File: src/rtl/deq_pkg.sv
// Shared types and codes of the double-ended queue.
package deq_pkg;

  localparam logic [1:0] OP_PUSH_R = 2'd0;
  localparam logic [1:0] OP_POP_L  = 2'd1;
  localparam logic [1:0] OP_POP_R  = 2'd2;
  localparam logic [1:0] OP_PEEK   = 2'd3;

  localparam logic [1:0] ST_OK    = 2'd0;
  localparam logic [1:0] ST_UNDER = 2'd1;
  localparam logic [1:0] ST_OVER  = 2'd2;

  typedef struct packed {
    logic [1:0]  operation;
    logic [31:0] item_value;
  } deq_in_t;

  typedef struct packed {
    logic [31:0] popped_value;
    logic [31:0] left_value;
    logic [31:0] right_value;
    logic        is_empty;
    logic [4:0]  occupancy;
    logic [1:0]  status;
  } deq_out_t;

  // Decoded command handed from the front part to the back part.
  typedef struct packed {
    logic        push;
    logic        pop_left;
    logic        pop_right;
    logic [31:0] data;
  } deq_cmd_t;

endpackage

File: src/rtl/deq_front.sv
// Request decoder and two-entry command queue feeding the back engine.
module deq_front (
  input  logic               clk,
  input  logic               rst_n,
  input  logic               start,
  output logic               busy,
  input  deq_pkg::deq_in_t   in_data,
  output logic               cmd_valid,
  output deq_pkg::deq_cmd_t  cmd,
  input  logic               cmd_take
);

  localparam int unsigned QDEPTH = 2;

  deq_pkg::deq_cmd_t q_r [QDEPTH];
  logic              wr_ptr_r, wr_ptr_nxt;
  logic              rd_ptr_r, rd_ptr_nxt;
  logic [1:0]        cnt_r, cnt_nxt;
  logic              accept;
  deq_pkg::deq_cmd_t dec;

  // decode the operation into command flags, at most one set (none for a peek)
  always_comb begin
    dec           = '0;
    dec.data      = in_data.item_value;
    unique case (in_data.operation)
      deq_pkg::OP_PUSH_R: dec.push      = 1'b1;
      deq_pkg::OP_POP_L:  dec.pop_left  = 1'b1;
      deq_pkg::OP_POP_R:  dec.pop_right = 1'b1;
      deq_pkg::OP_PEEK:   ;
      default:            ;
    endcase
  end

  assign busy      = (cnt_r == 2'(QDEPTH));
  assign accept    = start && !busy;
  assign cmd_valid = (cnt_r != 2'd0);
  assign cmd       = q_r[rd_ptr_r];

  always_comb begin
    wr_ptr_nxt = accept ? ~wr_ptr_r : wr_ptr_r;
    rd_ptr_nxt = cmd_take ? ~rd_ptr_r : rd_ptr_r;
    cnt_nxt    = cnt_r + 2'(accept) - 2'(cmd_take);
  end

  always_ff @(posedge clk) begin
    if (!rst_n) begin
      wr_ptr_r <= 1'b0;
      rd_ptr_r <= 1'b0;
      cnt_r    <= 2'd0;
    end else begin
      wr_ptr_r <= wr_ptr_nxt;
      rd_ptr_r <= rd_ptr_nxt;
      cnt_r    <= cnt_nxt;
    end
  end

  always_ff @(posedge clk) begin
    if (accept) begin
      q_r[wr_ptr_r] <= dec;
    end
  end

endmodule

File: src/rtl/deq_back.sv
// Ring store, end-word cache and operation engine of the queue.
module deq_back #(
  parameter int unsigned DEPTH      = 16,
  parameter int unsigned WORD_WIDTH = 32
) (
  input  logic               clk,
  input  logic               rst_n,
  input  logic               cmd_valid,
  input  deq_pkg::deq_cmd_t  cmd,
  output logic               cmd_take,
  output logic               out_valid,
  output deq_pkg::deq_out_t  out_data
);

  localparam int unsigned IDX_W = $clog2(DEPTH);
  localparam int unsigned CNT_W = $clog2(DEPTH + 1);

  localparam logic S_IDLE = 1'b0;
  localparam logic S_FILL = 1'b1;

  logic [WORD_WIDTH-1:0] store_r [DEPTH];
  logic [WORD_WIDTH-1:0] rd_data_r;
  logic [WORD_WIDTH-1:0] left_r, left_nxt;
  logic [WORD_WIDTH-1:0] right_r, right_nxt;
  logic [WORD_WIDTH-1:0] popped_r, popped_nxt;
  logic [WORD_WIDTH-1:0] item_w;
  logic [IDX_W-1:0]      head_r, head_nxt;
  logic [CNT_W-1:0]      count_r, count_nxt;
  logic [CNT_W-1:0]      count_m2;
  logic                  state_r, state_nxt;
  logic                  fill_left_r, fill_left_nxt;
  logic                  wr_en, rd_en;
  logic [IDX_W-1:0]      wr_idx, rd_idx;
  logic                  emit;
  logic [1:0]            status;
  logic                  full, empty;
  logic                  out_valid_r;
  deq_pkg::deq_out_t     out_r, out_nxt;

  function automatic logic [IDX_W-1:0] ring(input logic [IDX_W-1:0] base,
                                            input logic [IDX_W-1:0] offset);
    logic [IDX_W:0] sum;
    sum = {1'b0, base} + {1'b0, offset};
    if (sum >= (IDX_W + 1)'(DEPTH)) begin
      sum = sum - (IDX_W + 1)'(DEPTH);
    end
    return sum[IDX_W-1:0];
  endfunction

  assign item_w   = WORD_WIDTH'(cmd.data);
  assign full     = (count_r == CNT_W'(DEPTH));
  assign empty    = (count_r == '0);
  assign count_m2 = count_r - CNT_W'(2);
  assign cmd_take = (state_r == S_IDLE) && cmd_valid;

  always_comb begin
    state_nxt     = state_r;
    head_nxt      = head_r;
    count_nxt     = count_r;
    left_nxt      = left_r;
    right_nxt     = right_r;
    popped_nxt    = popped_r;
    fill_left_nxt = fill_left_r;
    wr_en         = 1'b0;
    rd_en         = 1'b0;
    wr_idx        = ring(head_r, count_r[IDX_W-1:0]);
    rd_idx        = head_r;
    emit          = 1'b0;
    status        = deq_pkg::ST_OK;

    unique case (state_r)
      S_IDLE: begin
        popped_nxt = '0;
        if (cmd_take) begin
          if (cmd.push) begin
            emit = 1'b1;
            if (full) begin
              status = deq_pkg::ST_OVER;
            end else begin
              wr_en     = 1'b1;
              right_nxt = item_w;
              if (empty) begin
                left_nxt = item_w;
              end
              count_nxt = count_r + CNT_W'(1);
            end
          end else if (cmd.pop_left || cmd.pop_right) begin
            if (empty) begin
              emit   = 1'b1;
              status = deq_pkg::ST_UNDER;
            end else begin
              count_nxt = count_r - CNT_W'(1);
              if (cmd.pop_left) begin
                popped_nxt = left_r;
                head_nxt   = ring(head_r, IDX_W'(1));
                rd_idx     = head_nxt;
              end else begin
                popped_nxt = right_r;
                rd_idx     = ring(head_r, count_m2[IDX_W-1:0]);
              end
              // refetch the new end word unless the queue drains
              if (count_nxt == '0) begin
                emit = 1'b1;
              end else begin
                rd_en         = 1'b1;
                fill_left_nxt = cmd.pop_left;
                state_nxt     = S_FILL;
              end
            end
          end else begin
            emit = 1'b1;
          end
        end
      end
      S_FILL: begin
        if (fill_left_r) begin
          left_nxt = rd_data_r;
        end else begin
          right_nxt = rd_data_r;
        end
        emit      = 1'b1;
        state_nxt = S_IDLE;
      end
      default: begin
        state_nxt = S_IDLE;
      end
    endcase
  end

  always_comb begin
    out_nxt              = '0;
    out_nxt.popped_value = 32'(popped_nxt);
    out_nxt.is_empty     = (count_nxt == '0);
    out_nxt.occupancy    = 5'(count_nxt);
    out_nxt.status       = status;
    if (count_nxt != '0) begin
      out_nxt.left_value  = 32'(left_nxt);
      out_nxt.right_value = 32'(right_nxt);
    end
  end

  always_ff @(posedge clk) begin
    if (!rst_n) begin
      state_r     <= S_IDLE;
      head_r      <= '0;
      count_r     <= '0;
      out_valid_r <= 1'b0;
    end else begin
      state_r     <= state_nxt;
      head_r      <= head_nxt;
      count_r     <= count_nxt;
      out_valid_r <= emit;
    end
  end

  always_ff @(posedge clk) begin
    left_r      <= left_nxt;
    right_r     <= right_nxt;
    popped_r    <= popped_nxt;
    fill_left_r <= fill_left_nxt;
    if (emit) begin
      out_r <= out_nxt;
    end
  end

  always_ff @(posedge clk) begin
    if (wr_en) begin
      store_r[wr_idx] <= item_w;
    end
    if (rd_en) begin
      rd_data_r <= store_r[rd_idx];
    end
  end

  assign out_valid = out_valid_r;
  assign out_data  = out_r;

endmodule

File: src/rtl/double_ended_queue.sv
// Top level of the double-ended queue: command front end and ring-store engine.
// A request is taken on a rising edge with start high and busy low; it asks
// to push a word on the right, pop from the left, pop from the right, or
// peek. Every request yields exactly one result, shown for a single cycle
// with out_valid high; the receiver must take it then, as results cannot be
// held off. The result carries the popped word (zero if none), the leftmost
// and rightmost words after the operation (zero when empty), an empty flag,
// the occupancy and a status: ok, underflow (pop of an empty queue, nothing
// changes) or overflow (push onto a full queue, the word is dropped).
// Requests enter a two-entry command queue; busy is high while it is full.
// The engine finishes a push, a peek, a rejected pop or a pop that empties
// the queue in its idle state; a pop that leaves words behind also passes
// through a fill state, as the new end word comes out of the ring store
// through its single registered read port. The engine takes no new command
// while it is in the fill state. The store is never cleared; only entries
// that were pushed are ever read.
module double_ended_queue #(
  parameter int unsigned DEPTH      = 16,
  parameter int unsigned WORD_WIDTH = 32
) (
  input  logic              clk,
  input  logic              rst_n,
  input  logic              start,
  output logic              busy,
  input  deq_pkg::deq_in_t  in_data,
  output logic              out_valid,
  output deq_pkg::deq_out_t out_data
);

  logic              cmd_valid;
  logic              cmd_take;
  deq_pkg::deq_cmd_t cmd;

  // decode requests and buffer them ahead of the engine
  deq_front u_front (
    .clk       (clk),
    .rst_n     (rst_n),
    .start     (start),
    .busy      (busy),
    .in_data   (in_data),
    .cmd_valid (cmd_valid),
    .cmd       (cmd),
    .cmd_take  (cmd_take)
  );

  // carry out one command at a time against the ring store
  deq_back #(
    .DEPTH      (DEPTH),
    .WORD_WIDTH (WORD_WIDTH)
  ) u_back (
    .clk       (clk),
    .rst_n     (rst_n),
    .cmd_valid (cmd_valid),
    .cmd       (cmd),
    .cmd_take  (cmd_take),
    .out_valid (out_valid),
    .out_data  (out_data)
  );

endmodule
File: config.mk
export PLATFORM = sky130hd
export DESIGN_NAME = double_ended_queue
export DESIGN_NICKNAME = d
export VERILOG_FILES = /design/src/rtl/deq_pkg.sv /design/src/rtl/deq_front.sv /design/src/rtl/deq_back.sv /design/src/rtl/double_ended_queue.sv
export SDC_FILE = /design/constraint.sdc
export NUM_CORES = 1
export LEC_CHECK = 0
export ABC_AREA = 1
export ABC_CLOCK_PERIOD_IN_PS = 3900
export BUFFER_PORTS_ARGS = -buffer_cell sky130_fd_sc_hd__buf_2
export CAP_MARGIN = 10
export CORE_ASPECT_RATIO = 0.8
export CORE_MARGIN = 8
export CORE_UTILIZATION = 55
export DETAILED_ROUTE_END_ITERATION = 16
export PLACE_DENSITY_LB_ADDON = 0.1
export SYNTH_ARGS = -nofsm -noshare
export SYNTH_HDL_FRONTEND = slang
export SYNTH_SLANG_ARGS = --single-unit
File: constraint.sdc
create_clock -name clk -period 3.9 [get_ports clk]
set_input_delay 0.585 -clock clk [delete_from_list [all_inputs] [get_ports clk]]
set_output_delay 0.585 -clock clk [all_outputs]
set_load 0.05 [all_outputs]
After elaboration in Yosys (flattened, before gate mapping)
Memories as Yosys holds them, arrays and structs flattened. A register that Yosys moved wholly into a read port is not among the register bits.
Cells that the tools add are included.
Widths: inputs -> output; s select.
{"block": "word_totals", "register_bits": 216, "ram_bits": 582, "elab_cells": 119, "memories": 2}
{"block": "op_classes", "add_sub_neg": 11, "order_cmp": 3, "eq_ne": 4, "n_mux": 62, "bitwise": 7, "reduce_logical": 13}
{"memory": "u_back.store_r", "depth": 16, "word_bits": 32, "read_ports": 1, "rd_ports_with_merged_regs": 1, "wr": 1, "line": "deq_back.sv:21", "source": "logic [WORD_WIDTH-1:0] store_r [DEPTH];"}
{"memory": "u_front.q_r", "depth": 2, "word_bits": 35, "read_ports": 1, "rd_ports_with_merged_regs": 1, "wr": 1, "line": "deq_front.sv:15", "source": "deq_pkg::deq_cmd_t q_r [QDEPTH];"}
{"cell": "$mux 32", "n": 15}
{"cell": "$pmux 32 s2", "n": 2}
{"cell": "$mux 4", "n": 9}
{"cell": "$mux 5", "n": 6}
{"cell": "$mux 1", "n": 25}
{"cell": "$ge 5x5->1 const B", "n": 3}
{"cell": "$logic_not 5->1", "n": 3}
{"cell": "$reduce_and 6->1", "n": 2}
{"cell": "$sub 4x1->4 const B", "n": 3}
{"cell": "$add 4x4->5", "n": 2}
{"cell": "$not 1->1", "n": 7}
{"cell": "$mux 2", "n": 3}
{"cell": "$add 4x1->5 const B", "n": 1}
{"cell": "$add 5x1->5 const B", "n": 1}
{"cell": "$eq 5x5->1 const B", "n": 1}
{"cell": "$reduce_bool 5->1", "n": 1}
{"cell": "$sub 5x1->5 const B", "n": 1}
{"cell": "$eq 2x2->1 const B", "n": 2}
{"cell": "$pmux 1 s2", "n": 2}
{"cell": "$sub 4x2->4 const B", "n": 1}
{"cell": "$add 2x1->2", "n": 1}
{"cell": "$eq 2x1->1 const B", "n": 1}
{"cell": "$logic_and 1x1->1", "n": 2}
{"cell": "$logic_not 2->1", "n": 1}
{"cell": "5 further kinds", "n": 5}

Depth between registers and ports, before layout
{"block": "depth", "depth_word": 10, "depth_mapped": 16, "ltp_nobuf": 15}

Modules after synthesis
From an unflattened synthesis, not the netlist that was laid out.
{"block": "unflattened", "cells_unflattened": 3397, "area_unflattened_um2": 35700.5}
{"module": "deq_back", "n_inst": 1, "cells_each": 3248, "area_each_um2": 32766.4, "seq_area_each_um2": 21630.7}
{"module": "deq_front", "n_inst": 1, "cells_each": 149, "area_each_um2": 2934.1, "seq_area_each_um2": 2202.1}

Worst setup path after synthesis
Ideal clock, no wire load.
{"block": "synth_path", "path_kind": "flip-flop to flip-flop", "from": "register u_back.count_r[1]", "to": "register u_back.out_r, in the netlist u_back.out_data[0] (enable)", "t_arrival_ps": 3858, "required_time_ps": 3434, "path_slack_ps": -424, "path_stages_with_launch": 8, "n_path_buf": 0, "period_less_slack_ps": 4324, "path_cell_list": "dfxtp_1 -> inv_1 -> ha_1 -> nand3_2 -> nand2_1 -> nor4_1 -> o21ai_0 -> nand2_1"}
{"block": "synth_via", "elab_chain_cells": 8}
{"item": "from (decl)", "line": "deq_back.sv:28", "source": "logic [CNT_W-1:0] count_r, count_nxt;"}
{"item": "from (signal assigned)", "line": "deq_back.sv:151", "source": "count_r <= count_nxt;"}
{"item": "$sub 5x1->5", "line": "deq_back.sv:92", "source": "count_nxt = count_r - CNT_W'(1);"}
{"item": "$logic_not 5->1", "line": "deq_back.sv:102", "source": "if (count_nxt == '0) begin"}
{"item": "$mux 1", "line": "deq_back.sv:102"}
{"item": "$mux 1 *", "line": "deq_back.sv:88", "source": "if (empty) begin"}
{"item": "$mux 1 *", "line": "deq_back.sv:87", "source": "end else if (cmd.pop_left || cmd.pop_right) begin"}
{"item": "$mux 1 *", "line": "deq_back.sv:75", "source": "if (cmd.push) begin"}
{"item": "$mux 1 *", "line": "deq_back.sv:74", "source": "if (cmd_take) begin"}
{"item": "$pmux 1 s2 *", "line": "deq_back.sv:71", "source": "unique case (state_r)"}
{"item": "via u_back.emit", "line": "deq_back.sv:34", "source": "logic emit;"}
{"item": "to (signal assigned)", "line": "deq_back.sv:162", "source": "out_r <= out_nxt;"}
{"item": "to (decl)", "line": "deq_back.sv:38", "source": "deq_pkg::deq_out_t out_r, out_nxt;"}
The timed path passes the listed nets; every way through them passes the cells marked *.
A chain may end at the register's enable or synchronous reset.

Final worst setup path
{"block": "layout_path", "from": "register u_back.count_r[1]", "to": "register u_back.out_r, in the netlist u_back.out_data[93] (enable)"}
Same word-level chain as after synthesis.

==> results.md <==
Synth:
- The area share of the largest cell type after synthesis is 0.6109.
- The synthesized design spends more area on one cell type than any other, namely sky130_fd_sc_hd__edfxtp_1.
- The number of synthesis warnings is 0.
- The post-synthesis mux area share is 0.
- After synthesis, the largest family of logic cells by area is simple AND/OR/NAND/NOR gates.
- The summed instance area of the synthesized netlist is between 30000 and 40000 um2.
- Yosys attributes the largest share of cell area to sky130_fd_sc_hd__edfxtp_1 (61%), sky130_fd_sc_hd__nand2_1 (8.7%), sky130_fd_sc_hd__nand3_1 (8.3%).
- The compound-gate portion of the synthesized area is 0.03972.
- Yosys mapped the design onto 38 distinct sky130hd cell types.
- The synthesized instance count is about 3400.
- The XOR/XNOR share of the synthesized area is 0.002974.
- The sequential element share of the synthesized area is 0.6744.
- Synthesis produced a netlist with a net count of 3428.
- In this run the mean area of a mapped cell was 10.47 um2.
- The synthesized design contains 831 register bits.
- The share of synthesized cell area in full adder, half adder and majority cells is 0.006090.
- The share of synthesized cell area in and, or, nand and nor gates is 0.1993.

Die:
- The placeable core region is approximately 64000 um2.
- The die covers 72670 um2.
- The starting utilization of the core area is 0.5533.
- From bottom edge to top edge, the die measures between 200 and 250 um.
- For this design the top-level I/O count stands at between 100 and 150.
- The die is ~300 um wide.
- The count of standard-cell rows is slightly above 80.

CTS:
- The post-CTS setup buffer count is 0.
- Counting the buffers created by CTS gives 82.
- The clock tree synthesis step divided the H-tree into 3 levels.
- TritonCTS built the clock tree.
- The number of buffers inserted for hold repair after clock tree synthesis is 0.
- No sink is reached through more buffers than the 3 on the longest clock path.
- The number of gates resized after cts is 0.
- The root cell of the clock tree is sky130_fd_sc_hd__clkbuf_16.
- Clock-pin slew was measured on the worst setup and hold paths at about 0.06 ns.
- The worst-skew pair later-pin latency is 0.64 ns.
- The CTS sink count is roughly 830.

Pwr:
- The leakage power figure is about 16 nW.
- Across the VDD grid, the largest voltage drop is 0.0009197 V.
- For this design the ratio of total power to cell area is 911.0 nW/um2.

Timing:
- The number of endpoints with negative hold slack in the final report is 0.
- Static timing analysis puts the maximum clock frequency at 301.4 MHz.
- For the pin with the worst max-slew slack, the measured transition is around 1.2 ns.
- Adding up every negative setup slack in the final design gives 0 ns.
- Dividing the final minimum period by the clock period gives 0.8506.
- The final critical-path setup slack is approximately 0.58 ns.
- The worst path in the final design needs a cycle of around 3.3 ns, including I/O delays and setup.
- For the final database, setup skew stands at 0.02375 ns.
- The normalized max-slew margin is 0.1717.
- The final number of max-transition violations is 0.
- Setup violations remaining at the end of the flow were counted as 0.
- Setup repair after global routing left no endpoint under its margin.

Routing:
- The met1 wire length is between 40 and 50 mm.
- Wire segments on met3 add up to around 7.5 mm in the final route.
- The final route contains between 20000 and 25000 vias.
- For this run, design rule violations remaining after detail routing come to 0.
- The DRC marker count from the first detailed-route iteration is between 2000 and 2500.
- The count of antenna-violating nets left after detailed routing is 0.
- The highest layer touched by signal routing is met4.
- For this block, the routed nets add up to around 94 mm of wire.
- The first TritonRoute pass finished after 6 iterations.
- In the final routed layout, each cell accounts on average for approximately 22 um.
- The average via count per standard cell is roughly 5.6.
- Wire segments on met2 add up to between 40 and 50 mm in the final route.

Setup path:
- The maximum fanout along the worst path is 61.
- The most critical setup path has its startpoint at u_back.count_r[1].
- The critical path capture point type is a flip-flop.
- STA puts the critical path data arrival time at 3.61 ns.
- STA classifies the critical path startpoint as a flip-flop.
- For the worst setup path, the data required time is 4.20 ns.
- In this run the critical register-to-register path is launched from u_back.count_r[1].
- By startpoint and endpoint, the worst setup path is classified as reg -> reg.

Final layout:
- The final layout net count is ~3500.
- For this run, the share of the core covered by cells in the final layout is 0.6198.
- Summing all non-filler instances in the final layout gives an area of roughly 40000 um2.
- Of the cells placed in the final design, the portion with a size suffix greater than 1 is 0.1042.
- Relative to the synthesized area, the layout overhead comes to 12.02%.
- The repair_antennas step left the layout with diodes totalling 0.
- The layout has a little over 5000 filler cells.

GRT:
- The aggregate global routing overflow is 0.
- The first global-routing pass estimated 142.9 mm of wire.
- In the global route stage, overall resource usage came out at 0.2549.
- The initial antenna violation count came to 1.
- The largest net degree at the start of global routing is between 200 and 250.
- The via count of the first global-routing pass is between 20000 and 25000.

Placement:
- The cell area after placement is 37090 um2.
- Buffers placed on the I/O ports in this run total 142.
- The global placer's final weighted congestion is between 0.8 and 0.9.
- The wire-length estimate of the detail-placed layout is 54.17 mm.
- Timing analysis after detailed placement gives a worst setup slack of 0.7086 ns.

Min path:
- The path type of the worst min-delay path is in -> reg.
- The source of the worst hold timing path is in_data[29].

Status:
- The run finished with clean final reports.

Job:
- Max-cap violations in this run came to 0.
[where the power goes]
group          leakage [nW]  switching, mW  internal, mW
logic                  7.39           11.3          3.64
registers              7.53          0.836          12.8
clock network          1.23           3.31          4.15
total                  16.2           15.5          20.6
[cell type report]
cell class | instances | area [um2] | area share
Clock inverter | 42 | 284.0 | 0.007174
Tap cell | 850 | 1064 | 0.02686
Multi-Input combinational cell | 1876 | 9002 | 0.2274
Clock buffer | 107 | 2217 | 0.05601
Sequential cell | 831 | 23840 | 0.6021
Inverter | 469 | 1763 | 0.04453
Timing Repair Buffer | 205 | 1421 | 0.03590
[cells in the mapped netlist, drive strengths merged]
master,number
a211oi,1
fa,2
inv,469
nor4,1
nand4,1
a21oi,75
xor2,12
buf,124
dfxtp,112
o21ai,82
a31oi,2
nand2,824
nor2,167
nand2b,1
clkbuf,75
and2,1
nand3b,32
o211ai,3
a32oi,64
nor3,3
edfxtp,719
ha,14
nand3,591
[worst max-delay path: stages, from the launching register on]
cell and delay [ns]:
sky130_fd_sc_hd__dfxtp_1 0.48, sky130_fd_sc_hd__inv_1 0.22, sky130_fd_sc_hd__ha_1 0.29, sky130_fd_sc_hd__nand3_2 0.23, sky130_fd_sc_hd__nand2_1 0.09, sky130_fd_sc_hd__nor4_1 0.56
sky130_fd_sc_hd__o21ai_0 0.33, sky130_fd_sc_hd__nand2_4 0.36, sky130_fd_sc_hd__buf_12 0.35
[registers in the layout, indices dropped and copies added, names as in the netlist, named ones only]
register	flops
u_front.rd_ptr_r	1
u_front.q_r	70
u_back.head_r	4
u_front.cnt_r	2
u_back.popped_r	32
u_back.store_r	512
u_back.count_r	5
u_back.out_valid	1
u_back.state_r	1
u_front.wr_ptr_r	1
u_back.right_r	32
u_back.out_data	104
u_back.fill_left_r	1
u_back.left_r	32
u_back.rd_data_r	32
[per-layer routing]
| metal | track usage | vias to the layer above |
|---|---|---|
| met1 | 0.3653 | 12007 |
| met3 | 0.04216 | 147 |
| li1 | - | 11483 |
| met2 | 0.4015 | 1026 |
| met4 | 0.07369 | 0 |
| met5 | 0 | - |
[placed cells by master, fill, tap and decap left out, drive strengths merged, types with 32 or more instances in the layout]
| cell | synthesis | layout |
|---|---|---|
| dfxtp | 112 | 112 |
| nand2 | 824 | 824 |
| inv | 469 | 474 |
| a21oi | 75 | 75 |
| nor2 | 167 | 167 |
| nand3 | 591 | 591 |
| o21ai | 82 | 82 |
| edfxtp | 719 | 719 |
| clkinv | 0 | 34 |
| buf | 124 | 205 |
| clkbuf | 75 | 107 |
| a32oi | 64 | 64 |
| nand3b | 32 | 32 |
[final timing paths]
check                         to  slack (ns)  cells after the start
max          u_back.out_data[93]        0.58                      8
min           u_front.q_r[0][29]        0.14                      1
max reg2reg  u_back.out_data[93]        0.58                      8
min reg2reg     u_front.rd_ptr_r        0.46                      1
[cell families (layout without fill, tap and decap cells)]
group                    after synthesis  after routing
buffers and inverters                668            823
adder cells (fa/ha/maj)               16             16
AO/OA/AOI/OAI                        227            227
flip-flops                           831            831
XOR/XNOR                              12             12
AND/OR/NAND/NOR                     1621           1621
[per-stage QoR]
| step | total power [mW] | hold slack, ns | std cells |
|---|---|---|---|
| 2_1_floorplan | 24.08 | 0.4255 | 3375 |
| 3_3_place_gp | 28.44 | 0.4346 | 4231 |
| 3_5_place_dp | 28.73 | 0.4432 | 4231 |
| 4_1_cts | 36.18 | 0.1011 | 4380 |
| 5_1_grt | 38.01 | 0.1121 | 4380 |
| 6_report | 36.07 | 0.1374 | 4380 |
(Power assumes the default switching activity.)
